`src/rtl/sfd_pkg.sv`:
```
// Shared types and constants of the sensor frame deframer.
// Used by sfd_framer, sfd_adc_scale and sensor_frame_deframer_top; no dependencies.
`default_nettype none

package sfd_pkg;

    // Framing
    localparam logic [7:0] HDR_FIRST    = 8'hAA;
    localparam logic [7:0] HDR_SECOND   = 8'hBB;
    localparam int         BODY_PAYLOAD = 11;   // frame bytes 2..12
    localparam int         ID_BYTES     = 4;    // node id bytes at the head of the payload
    localparam int         NODE_MOD     = 10000;

    // ADC estimate scaling
    localparam int TEMP_OFFSET = 4000;
    localparam int ADC_FULL    = 4095;
    localparam int TEMP_SPAN   = 12500;
    localparam int HUM_SPAN    = 10000;

    // Reciprocals for the constant divides: q ~= (p * RECIP) >> RECIP_SHIFT
    localparam int                    RECIP_SHIFT   = 40;
    localparam int                    RECIP_W       = 27;
    localparam longint unsigned       TEMP_RECIP_LI = (64'd1 << RECIP_SHIFT) / TEMP_SPAN;
    localparam longint unsigned       HUM_RECIP_LI  = (64'd1 << RECIP_SHIFT) / HUM_SPAN;
    localparam logic [RECIP_W-1:0]    TEMP_RECIP    = TEMP_RECIP_LI[RECIP_W-1:0];
    localparam logic [RECIP_W-1:0]    HUM_RECIP     = HUM_RECIP_LI[RECIP_W-1:0];

    // Configuration port
    localparam int         CFG_INDEX_W = 3;
    localparam int         CFG_DATA_W  = 16;

    localparam logic [CFG_INDEX_W-1:0] REG_TEMP_MIN   = 3'd0;
    localparam logic [CFG_INDEX_W-1:0] REG_TEMP_MAX   = 3'd1;
    localparam logic [CFG_INDEX_W-1:0] REG_HUM_MAX    = 3'd2;
    localparam logic [CFG_INDEX_W-1:0] REG_SUPPLY_MIN = 3'd3;
    localparam logic [CFG_INDEX_W-1:0] REG_SUPPLY_MAX = 3'd4;

    localparam logic signed [15:0] TEMP_MIN_RST   = -16'sd5000;
    localparam logic signed [15:0] TEMP_MAX_RST   = 16'sd10000;
    localparam logic [15:0]        HUM_MAX_RST    = 16'd10000;
    localparam logic [15:0]        SUPPLY_MIN_RST = 16'd2000;
    localparam logic [15:0]        SUPPLY_MAX_RST = 16'd5000;

    // Framer view of the frame in flight
    typedef struct packed {
        logic               at_check;     // next body byte is the checksum
        logic [7:0]         xor_sum;
        logic [31:0]        node_id;
        logic [13:0]        node_short;
        logic signed [15:0] temperature;
        logic [15:0]        humidity;
        logic [15:0]        supply;
        logic [7:0]         status;
    } frame_t;

endpackage

`default_nettype wire

```
`src/rtl/sfd_framer.sv`:
```
// Header hunt, body byte collection, running XOR and node id modulo.
// Depends on sfd_pkg.
`default_nettype none

module sfd_framer (
    input  wire logic          clk,
    input  wire logic          rst_n,
    input  wire logic          in_fire,
    input  wire logic [7:0]    rx_byte,
    output sfd_pkg::frame_t    frame
);
    import sfd_pkg::*;

    typedef enum logic [1:0] {
        PH_HUNT,
        PH_GOT_AA,
        PH_BODY
    } phase_t;

    phase_t      phase_reg, phase_next;
    logic [3:0]  cnt_reg, cnt_next;
    logic [7:0]  xor_reg, xor_next;
    logic [13:0] mod_reg, mod_next;
    logic        wr_en;
    logic [7:0]  payload_reg [0:BODY_PAYLOAD-1];

    // (r*256 + b) mod 10000 for r < 10000, by restoring subtracts
    function automatic logic [13:0] mod_step(input logic [13:0] r, input logic [7:0] b);
        logic [21:0] x;
        logic [21:0] d;
        x = {r, b};
        for (int k = 7; k >= 0; k--) begin
            d = 22'(NODE_MOD) << k;
            if (x >= d)
                x = x - d;
        end
        return x[13:0];
    endfunction

    always_comb
    begin
        phase_next = phase_reg;
        cnt_next   = cnt_reg;
        xor_next   = xor_reg;
        mod_next   = mod_reg;
        wr_en      = 1'b0;
        if (in_fire)
        begin
            case (phase_reg)
                PH_GOT_AA:
                begin
                    if (rx_byte == HDR_SECOND)
                    begin
                        phase_next = PH_BODY;
                        cnt_next   = '0;
                        xor_next   = '0;
                        mod_next   = '0;
                    end
                    else if (rx_byte != HDR_FIRST)
                    begin
                        phase_next = PH_HUNT;
                    end
                end
                PH_BODY:
                begin
                    if (cnt_reg < 4'(BODY_PAYLOAD))
                    begin
                        wr_en    = 1'b1;
                        xor_next = xor_reg ^ rx_byte;
                        cnt_next = cnt_reg + 4'd1;
                        if (cnt_reg < 4'(ID_BYTES))
                            mod_next = mod_step(mod_reg, rx_byte);
                    end
                    else
                    begin
                        // checksum byte: frame done either way
                        phase_next = PH_HUNT;
                        cnt_next   = '0;
                    end
                end
                default:
                begin
                    phase_next = (rx_byte == HDR_FIRST) ? PH_GOT_AA : PH_HUNT;
                end
            endcase
        end
    end

    always_ff @(posedge clk or negedge rst_n)
    begin
        if (!rst_n)
        begin
            phase_reg <= PH_HUNT;
            cnt_reg   <= '0;
            xor_reg   <= '0;
            mod_reg   <= '0;
        end
        else
        begin
            phase_reg <= phase_next;
            cnt_reg   <= cnt_next;
            xor_reg   <= xor_next;
            mod_reg   <= mod_next;
        end
    end

    always_ff @(posedge clk)
    begin
        if (wr_en)
            payload_reg[cnt_reg] <= rx_byte;
    end

    always_comb
    begin
        frame.at_check    = (phase_reg == PH_BODY) && (cnt_reg == 4'(BODY_PAYLOAD));
        frame.xor_sum     = xor_reg;
        frame.node_id     = {payload_reg[0], payload_reg[1], payload_reg[2], payload_reg[3]};
        frame.node_short  = mod_reg;
        frame.temperature = {payload_reg[4], payload_reg[5]};
        frame.humidity    = {payload_reg[6], payload_reg[7]};
        frame.supply      = {payload_reg[8], payload_reg[9]};
        frame.status      = payload_reg[10];
    end

endmodule

`default_nettype wire

```
`src/rtl/sfd_adc_scale.sv`:
```
// Free-running three-stage pipeline for the temperature and humidity ADC estimates.
// Constant divides by reciprocal multiply plus one correction. Depends on sfd_pkg.
`default_nettype none

module sfd_adc_scale (
    input  wire logic               clk,
    input  wire logic signed [15:0] temperature,
    input  wire logic [15:0]        humidity,
    output logic signed [14:0]      temp_adc,
    output logic [14:0]             hum_adc
);
    import sfd_pkg::*;

    // temperature path, sign-magnitude so the quotient truncates toward zero
    logic signed [16:0] t_off;
    logic [16:0]        t_mag;
    logic [28:0]        t_scaled;
    logic [54:0]        t_recip_prod;
    logic [29:0]        t_back_prod;
    logic [27:0]        t_rem;
    logic [14:0]        t_quot;

    logic        t_neg1_reg, t_neg2_reg, t_neg3_reg;
    logic [27:0] t_p1_reg, t_p2_reg, t_p3_reg;
    logic [13:0] t_qe2_reg, t_qe3_reg;
    logic [27:0] t_bk3_reg;

    // humidity path
    logic [27:0] h_scaled;
    logic [54:0] h_recip_prod;
    logic [28:0] h_back_prod;
    logic [27:0] h_rem;

    logic [27:0] h_p1_reg, h_p2_reg, h_p3_reg;
    logic [14:0] h_qe2_reg, h_qe3_reg;
    logic [27:0] h_bk3_reg;

    always_comb
    begin
        t_off        = 17'(temperature) + 17'sd4000;
        t_mag        = t_off[16] ? 17'(-t_off) : 17'(t_off);
        t_scaled     = {t_mag, 12'b0} - 29'(t_mag);          // * 4095
        t_recip_prod = 55'(t_p1_reg) * 55'(TEMP_RECIP);
        t_back_prod  = 30'(t_qe2_reg) * 30'(TEMP_SPAN);
        t_rem        = t_p3_reg - t_bk3_reg;
        t_quot       = 15'(t_qe3_reg) + ((t_rem >= 28'(TEMP_SPAN)) ? 15'd1 : 15'd0);
        temp_adc     = t_neg3_reg ? -$signed(t_quot) : $signed(t_quot);

        h_scaled     = {humidity, 12'b0} - 28'(humidity);    // * 4095
        h_recip_prod = 55'(h_p1_reg) * 55'(HUM_RECIP);
        h_back_prod  = 29'(h_qe2_reg) * 29'(HUM_SPAN);
        h_rem        = h_p3_reg - h_bk3_reg;
        hum_adc      = h_qe3_reg + ((h_rem >= 28'(HUM_SPAN)) ? 15'd1 : 15'd0);
    end

    always_ff @(posedge clk)
    begin
        t_neg1_reg <= t_off[16];
        t_p1_reg   <= t_scaled[27:0];
        t_neg2_reg <= t_neg1_reg;
        t_p2_reg   <= t_p1_reg;
        t_qe2_reg  <= t_recip_prod[RECIP_SHIFT +: 14];
        t_neg3_reg <= t_neg2_reg;
        t_p3_reg   <= t_p2_reg;
        t_qe3_reg  <= t_qe2_reg;
        t_bk3_reg  <= t_back_prod[27:0];

        h_p1_reg   <= h_scaled;
        h_p2_reg   <= h_p1_reg;
        h_qe2_reg  <= h_recip_prod[RECIP_SHIFT +: 15];
        h_p3_reg   <= h_p2_reg;
        h_qe3_reg  <= h_qe2_reg;
        h_bk3_reg  <= h_back_prod[27:0];
    end

endmodule

`default_nettype wire

```
`src/rtl/sensor_frame_deframer_top.sv`:
```
// Top level of the sensor frame deframer: config registers, frame checks, result register.
// Depends on sfd_pkg, sfd_framer and sfd_adc_scale.
//
// Channel   Direction  Handshake              Carries
// --------  ---------  ---------------------  ---------------------------------------------
// in        sink       in_valid / in_ready    rx_byte, one received byte per request
// out       source     out_valid / out_ready  node_id, node_short, temperature_centi,
//                                             humidity_centi, supply_mv, status_byte,
//                                             temp_adc_estimate, humidity_adc_estimate
// cfg       sink       cfg_wr_en (no wait)    cfg_index, cfg_wdata (limit registers)
//
// One byte is taken every cycle that in_ready is high. A result is registered at the edge
// that takes the checksum byte and is offered on the next cycle; the three-stage ADC
// scaling pipeline is settled by then, since four or more bytes follow the humidity bytes.
// Reset (rst_n low, async) returns the framer to the header hunt, drops any pending
// result and loads the default limits.
// in_ready drops only when the next byte is a checksum and the result register is full
// and not being drained; every other byte is taken while a result waits.
`default_nettype none

module sensor_frame_deframer_top (
    input  wire logic                                clk,
    input  wire logic                                rst_n,

    input  wire logic                                in_valid,
    output logic                                     in_ready,
    input  wire logic [7:0]                          rx_byte,

    output logic                                     out_valid,
    input  wire logic                                out_ready,
    output logic [31:0]                              node_id,
    output logic [13:0]                              node_short,
    output logic signed [15:0]                       temperature_centi,
    output logic [15:0]                              humidity_centi,
    output logic [15:0]                              supply_mv,
    output logic [7:0]                               status_byte,
    output logic signed [14:0]                       temp_adc_estimate,
    output logic [14:0]                              humidity_adc_estimate,

    input  wire logic                                cfg_wr_en,
    input  wire logic [sfd_pkg::CFG_INDEX_W-1:0]     cfg_index,
    input  wire logic [sfd_pkg::CFG_DATA_W-1:0]      cfg_wdata
);
    import sfd_pkg::*;

    // limit registers
    logic signed [15:0] temp_min_reg;
    logic signed [15:0] temp_max_reg;
    logic [15:0]        hum_max_reg;
    logic [15:0]        supply_min_reg;
    logic [15:0]        supply_max_reg;

    frame_t             frame;
    logic signed [14:0] temp_adc;
    logic [14:0]        hum_adc;

    logic in_fire;
    logic frame_ok;
    logic result_load;

    logic out_valid_reg, out_valid_next;

    // result register payload
    logic [31:0]        node_id_reg;
    logic [13:0]        node_short_reg;
    logic signed [15:0] temp_reg;
    logic [15:0]        hum_reg;
    logic [15:0]        supply_reg;
    logic [7:0]         status_reg;
    logic signed [14:0] temp_adc_reg;
    logic [14:0]        hum_adc_reg;

    sfd_framer u_framer (
        .clk     (clk),
        .rst_n   (rst_n),
        .in_fire (in_fire),
        .rx_byte (rx_byte),
        .frame   (frame)
    );

    sfd_adc_scale u_adc_scale (
        .clk         (clk),
        .temperature (frame.temperature),
        .humidity    (frame.humidity),
        .temp_adc    (temp_adc),
        .hum_adc     (hum_adc)
    );

    // Only a checksum byte can create a result, so only it waits on a full output.
    assign in_ready = !(frame.at_check && out_valid_reg && !out_ready);
    assign in_fire  = in_valid && in_ready;

    // Inclusive limits; crossed limits reject every frame naturally.
    always_comb
    begin
        frame_ok = (rx_byte == frame.xor_sum)
                && (frame.temperature >= temp_min_reg)
                && (frame.temperature <= temp_max_reg)
                && (frame.humidity <= hum_max_reg)
                && (frame.supply >= supply_min_reg)
                && (frame.supply <= supply_max_reg);
        result_load = in_fire && frame.at_check && frame_ok;

        if (result_load)
            out_valid_next = 1'b1;
        else if (out_ready)
            out_valid_next = 1'b0;
        else
            out_valid_next = out_valid_reg;
    end

    always_ff @(posedge clk or negedge rst_n)
    begin
        if (!rst_n)
        begin
            out_valid_reg  <= 1'b0;
            temp_min_reg   <= TEMP_MIN_RST;
            temp_max_reg   <= TEMP_MAX_RST;
            hum_max_reg    <= HUM_MAX_RST;
            supply_min_reg <= SUPPLY_MIN_RST;
            supply_max_reg <= SUPPLY_MAX_RST;
        end
        else
        begin
            out_valid_reg <= out_valid_next;
            if (cfg_wr_en)
            begin
                case (cfg_index)
                    REG_TEMP_MIN:   temp_min_reg   <= cfg_wdata;
                    REG_TEMP_MAX:   temp_max_reg   <= cfg_wdata;
                    REG_HUM_MAX:    hum_max_reg    <= cfg_wdata;
                    REG_SUPPLY_MIN: supply_min_reg <= cfg_wdata;
                    REG_SUPPLY_MAX: supply_max_reg <= cfg_wdata;
                    default:        ;   // unmapped index, write dropped
                endcase
            end
        end
    end

    always_ff @(posedge clk)
    begin
        if (result_load)
        begin
            node_id_reg    <= frame.node_id;
            node_short_reg <= frame.node_short;
            temp_reg       <= frame.temperature;
            hum_reg        <= frame.humidity;
            supply_reg     <= frame.supply;
            status_reg     <= frame.status;
            temp_adc_reg   <= temp_adc;
            hum_adc_reg    <= hum_adc;
        end
    end

    assign out_valid             = out_valid_reg;
    assign node_id               = node_id_reg;
    assign node_short            = node_short_reg;
    assign temperature_centi     = temp_reg;
    assign humidity_centi        = hum_reg;
    assign supply_mv             = supply_reg;
    assign status_byte           = status_reg;
    assign temp_adc_estimate     = temp_adc_reg;
    assign humidity_adc_estimate = hum_adc_reg;

endmodule

`default_nettype wire

```
`config.mk`:
```
export PLATFORM = sky130hd
export DESIGN_NAME = sensor_frame_deframer_top
export DESIGN_NICKNAME = d
export VERILOG_FILES = /design/src/rtl/sfd_pkg.sv /design/src/rtl/sfd_framer.sv /design/src/rtl/sfd_adc_scale.sv /design/src/rtl/sensor_frame_deframer_top.sv
export SDC_FILE = /design/constraint.sdc
export NUM_CORES = 2
export LEC_CHECK = 0
export BUFFER_PORTS_ARGS = -buffer_cell sky130_fd_sc_hd__buf_2
export CAP_MARGIN = 20
export CORE_ASPECT_RATIO = 0.9
export CORE_MARGIN = 2
export CORE_UTILIZATION = 25
export CTS_CLUSTER_DIAMETER = 60
export DETAILED_ROUTE_END_ITERATION = 10
export HOLD_SLACK_MARGIN = 0.06
export SYNTH_ARGS = -nofsm -noshare
export SYNTH_HDL_FRONTEND = slang
export SYNTH_HIERARCHICAL = 1
export SYNTH_SLANG_ARGS = --single-unit
```
`constraint.sdc`:
```
create_clock -name clk -period 14.4 [get_ports clk]
set_input_delay 1.44 -clock clk [delete_from_list [all_inputs] [get_ports clk]]
set_output_delay 1.44 -clock clk [all_outputs]
set_load 0.02 [all_outputs]
```
==> out/results.tsv <==
stage	metric	value	unit
outcome	outcome	finished, final reports clean	
clock_tree	CTS Buf Count	79	
worst_hold_path	Hold Path Cell Cnt	0	
worst_hold_path	Hold Path Class	register to register	
worst_hold_path	HP Start	u_adc_scale/h_p2_reg[4]	
timing	Final setup violation count	0	
timing	unrepaired setup endpoints after global routing	no	
worst_setup_path	WP data arrival	14.02	ns
synthesis	post-synthesis instance total	5884	
run	max cap viols	0	
placed_design	dpl hpwl	130000	um
timing	total negative slack	0	ns
timing	Max Clk Rate	0.0744	GHz
worst_setup_path	Required @ worst endpoint	14.98	ns
synthesis	most numerous cell in the Yosys netlist	inv_1	
layout	area grow syn2layout	13.2	%
worst_setup_path	worst-path fanout max	17	
die	CORE AREA	236000	sq um
placed_design	Place WS	1.17	ns
route	antenna viol nets, final	0	
synthesis	Seq cells post-synth	590	
worst_setup_path	register-to-register setup slack	0.96	ns
clock_tree	CTS tree	built	
die	die area	242000	sq um
clock_tree	CTS Hold Bufs	0	
route	Post-route DRC	0	
global_routing	global-route wire length before repair	254000	um
synthesis	async set or reset register ratio after synthesis	18.5	%
clock_tree	Max clock buf depth	3	
route	Iter 0 DRT Violations	2260	
timing	Max Slew Vio Count	0	
worst_setup_path	CP endpoint kind	register	
route	vias per cell	4.45	
synthesis	Yosys cell types	132	
timing	Worst Skew	0.0331	ns
timing	Final WS setup	0.955	ns
placed_design	GPL Wtd Cong	0.886	
layout	share of cells above drive strength 1	8.89	%
worst_setup_path	CP top delay family	compound AO/OA/AOI/OAI gates	
synthesis	post-synth top area share	22.3	%
route	drt pass-1 iters	7	
clock_tree	clk sinks	590	
layout	Final #Nets	7749	
timing	fin crit share	93.4	%
synthesis	Post-Syn Nets	7498	
die	Die W	518	um
global_routing	largest net degree at the start of global routing	82	
synthesis	post-synth top area cell	fa_1	
placed_design	IO Port Bufs	165	
route	WL/cell	17.1	um
global_routing	vias in the first global route	44037	
timing	Max-Slew Margin vs Limit	26.2	%
layout	FILL cells	24532	
global_routing	Tot GR Track Use	13.4	%
worst_setup_path	worst flop-to-flop path endpoint	u_framer/mod_reg[8]	
pwr	Static Leak	0.0319	uW
synthesis	EDFF count, synth	220	
layout	Post-Route Utilization	28.5	%
placed_design	DP Cell Count	9215	
timing	Final Critical Period	13.44	ns
pwr	power density over cell area	116	nW/um^2
timing	Final Hold Vio Count	0	
synthesis	top cells by count, synth	inv_1 (1,393), ha_1 (918), fa_1 (664), dfxtp_1 (261), nand2_1 (245)	
route	via count	41661	
clock_tree	Root Buffer	clkbuf_16	
pwr	Peak VDD IR	0.345	mV
die	site row count	169	
timing	Worst-Margin Slew	1.11	ns
synthesis	Syn Area/Cell	10.1	sq um
synthesis	Synth area leaders	fa_1 (22%), ha_1 (19%), edfxtp_1 (11%)	
route	Routed WL	161000	um
layout	final cell count without fillers	9368	
worst_setup_path	R2R depth	42	
synthesis	Synth Cell Area	59500	sq um
worst_setup_path	crit path launch type	register	
layout	max reg flops	88	
worst_setup_path	Critical path buffers and inverters	3	
synthesis	Syn. warnings	6	
synthesis	post-synthesis sequential area ratio	24.5	%
worst_setup_path	most frequent CP cell	xnor2_1	
global_routing	initial antenna violation count	5	
worst_hold_path	Hold Path Sink	u_adc_scale/h_p3_reg[4]	
die	chip height	467	um
synthesis	top_reg_cell synth	dfxtp_1	
worst_setup_path	Crit Path Class	register to register	
global_routing	total gr overflow	0	
worst_setup_path	slowest cell delay on critical path	0.73	ns
die	io pins	166	
clock_tree	worst skew pair latency	0.72	ns
die	Initial Utilization	25.2	%
clock_tree	H-tree levels	3	
clock_tree	Clk pin slew, worst setup/hold paths	0.06	ns
worst_setup_path	FF-to-FF Start	u_framer/mod_reg[6]	
worst_setup_path	Slowest-stage cell, CP	or4_1	
==> cell families (layout without fill, tap and decap cells) <==
| kind of cell | after synthesis | after routing | synth area share (%) |
|---|---|---|---|
| xor gates and xnor gates | 301 | 301 | 4.45 |
| AOI/OAI and AO/OA | 866 | 866 | 10.1 |
| DFF | 590 | 590 | 24.5 |
| buffers and inverters | 1476 | 1793 | 9.44 |
| muxes | 62 | 62 | 1.14 |
| adders and majority gates | 1582 | 1582 | 41.6 |
| other | 1 | 5 | 0.00630 |
| and+or+nand+nor | 1006 | 1006 | 8.66 |
==> cell usage in the layout (no fill, tap or decap), types with 61 or more instances in the layout <==
cell type | netlist | final
o21ai_0 | 174 | 174
buf_4 | 10 | 86
nand3_1 | 111 | 111
dfrtp_1 | 79 | 79
nor2_1 | 210 | 210
xor2_1 | 108 | 108
buf_2 | 13 | 164
nor3_1 | 85 | 83
clkbuf_16 | 0 | 80
inv_1 | 1393 | 1393
ha_1 | 918 | 918
nand2_1 | 245 | 245
a21oi_1 | 187 | 187
a21o_1 | 61 | 61
dfxtp_1 | 261 | 261
fa_1 | 664 | 664
xnor2_1 | 191 | 191
edfxtp_1 | 220 | 220
==> repair_timing <==
item / 4_1_cts / 5_1_grt
buffers inserted: 0 / 0
endpoints found under the setup margin: 0 / 5
resized for setup: 0 / 1
==> stage by stage <==
stage / hold WS (ns) / power, uW / area [sq um]
6_report: 0.317 / 7800 / 67300
5_1_grt: 0.327 / 8540 / 67300
4_1_cts: 0.322 / 7930 / 67300
3_5_place_dp: 0.312 / 5900 / 64600
3_3_place_gp: 0.310 / 5850 / 64600
2_1_floorplan: 0.310 / 5050 / 59500
==> metal layers <==
layer | GRT usage [%] | up-vias | wire length (um)
met2 | 22.8 | 811 | 76900
met5 | 0 | - | 13
met3 | 1.82 | 186 | 6180
met4 | 4.34 | 2 | 5170
met1 | 17.5 | 20639 | 72300
li1 | - | 20023 | -
==> area by class of cell <==
class / instances / area (sq um) / area share (%)
Antenna cell: 4 / 10.0 / 0.0149
Clock buffer: 93 / 2080 / 3.09
Clock inverter: 54 / 577 / 0.856
Inverter: 1394 / 5230 / 7.77
Multi-Input combinational cell: 3818 / 39400 / 58.5
Sequential cell: 590 / 14600 / 21.7
Tap cell: 3163 / 3960 / 5.88
Timing Repair Buffer: 252 / 1510 / 2.24
==> power by group <==
| part | total (uW) | internal, uW | switching [uW] |
|---|---|---|---|
| clock network | 1960 | 1120 | 838 |
| logic | 3820 | 1710 | 2120 |
| registers | 2010 | 1930 | 85.5 |
| total | 7800 | 4760 | 3040 |
==> worst reg2reg max path: cells and delay by family, from the launching register on <==
kind,cells,cell delay (ns)
AO/OA/AOI/OAI,20,6.45
XOR/XNOR,5,1.59
AND/OR/NAND/NOR,11,3.42
buffers and inverters,3,0.66
adder cells (fa/ha/maj),3,0.76
flip-flops,1,0.47
==> how the worst max path moves through the flow <==
stage                     cells after the start                start                  endpoint
final                                        42  u_framer/mod_reg[6]       u_framer/mod_reg[8]
after global placement                       42  u_framer/mod_reg[6]      u_framer/mod_reg[10]
after floorplan                               5           rx_byte[2]  humidity_adc_estimate[0]
after global routing                         42  u_framer/mod_reg[6]       u_framer/mod_reg[8]
after CTS                                    42  u_framer/mod_reg[6]       u_framer/mod_reg[8]
after detailed placement                     43  u_framer/mod_reg[6]       u_framer/mod_reg[8]
Power figures use the tool's default switching activity.
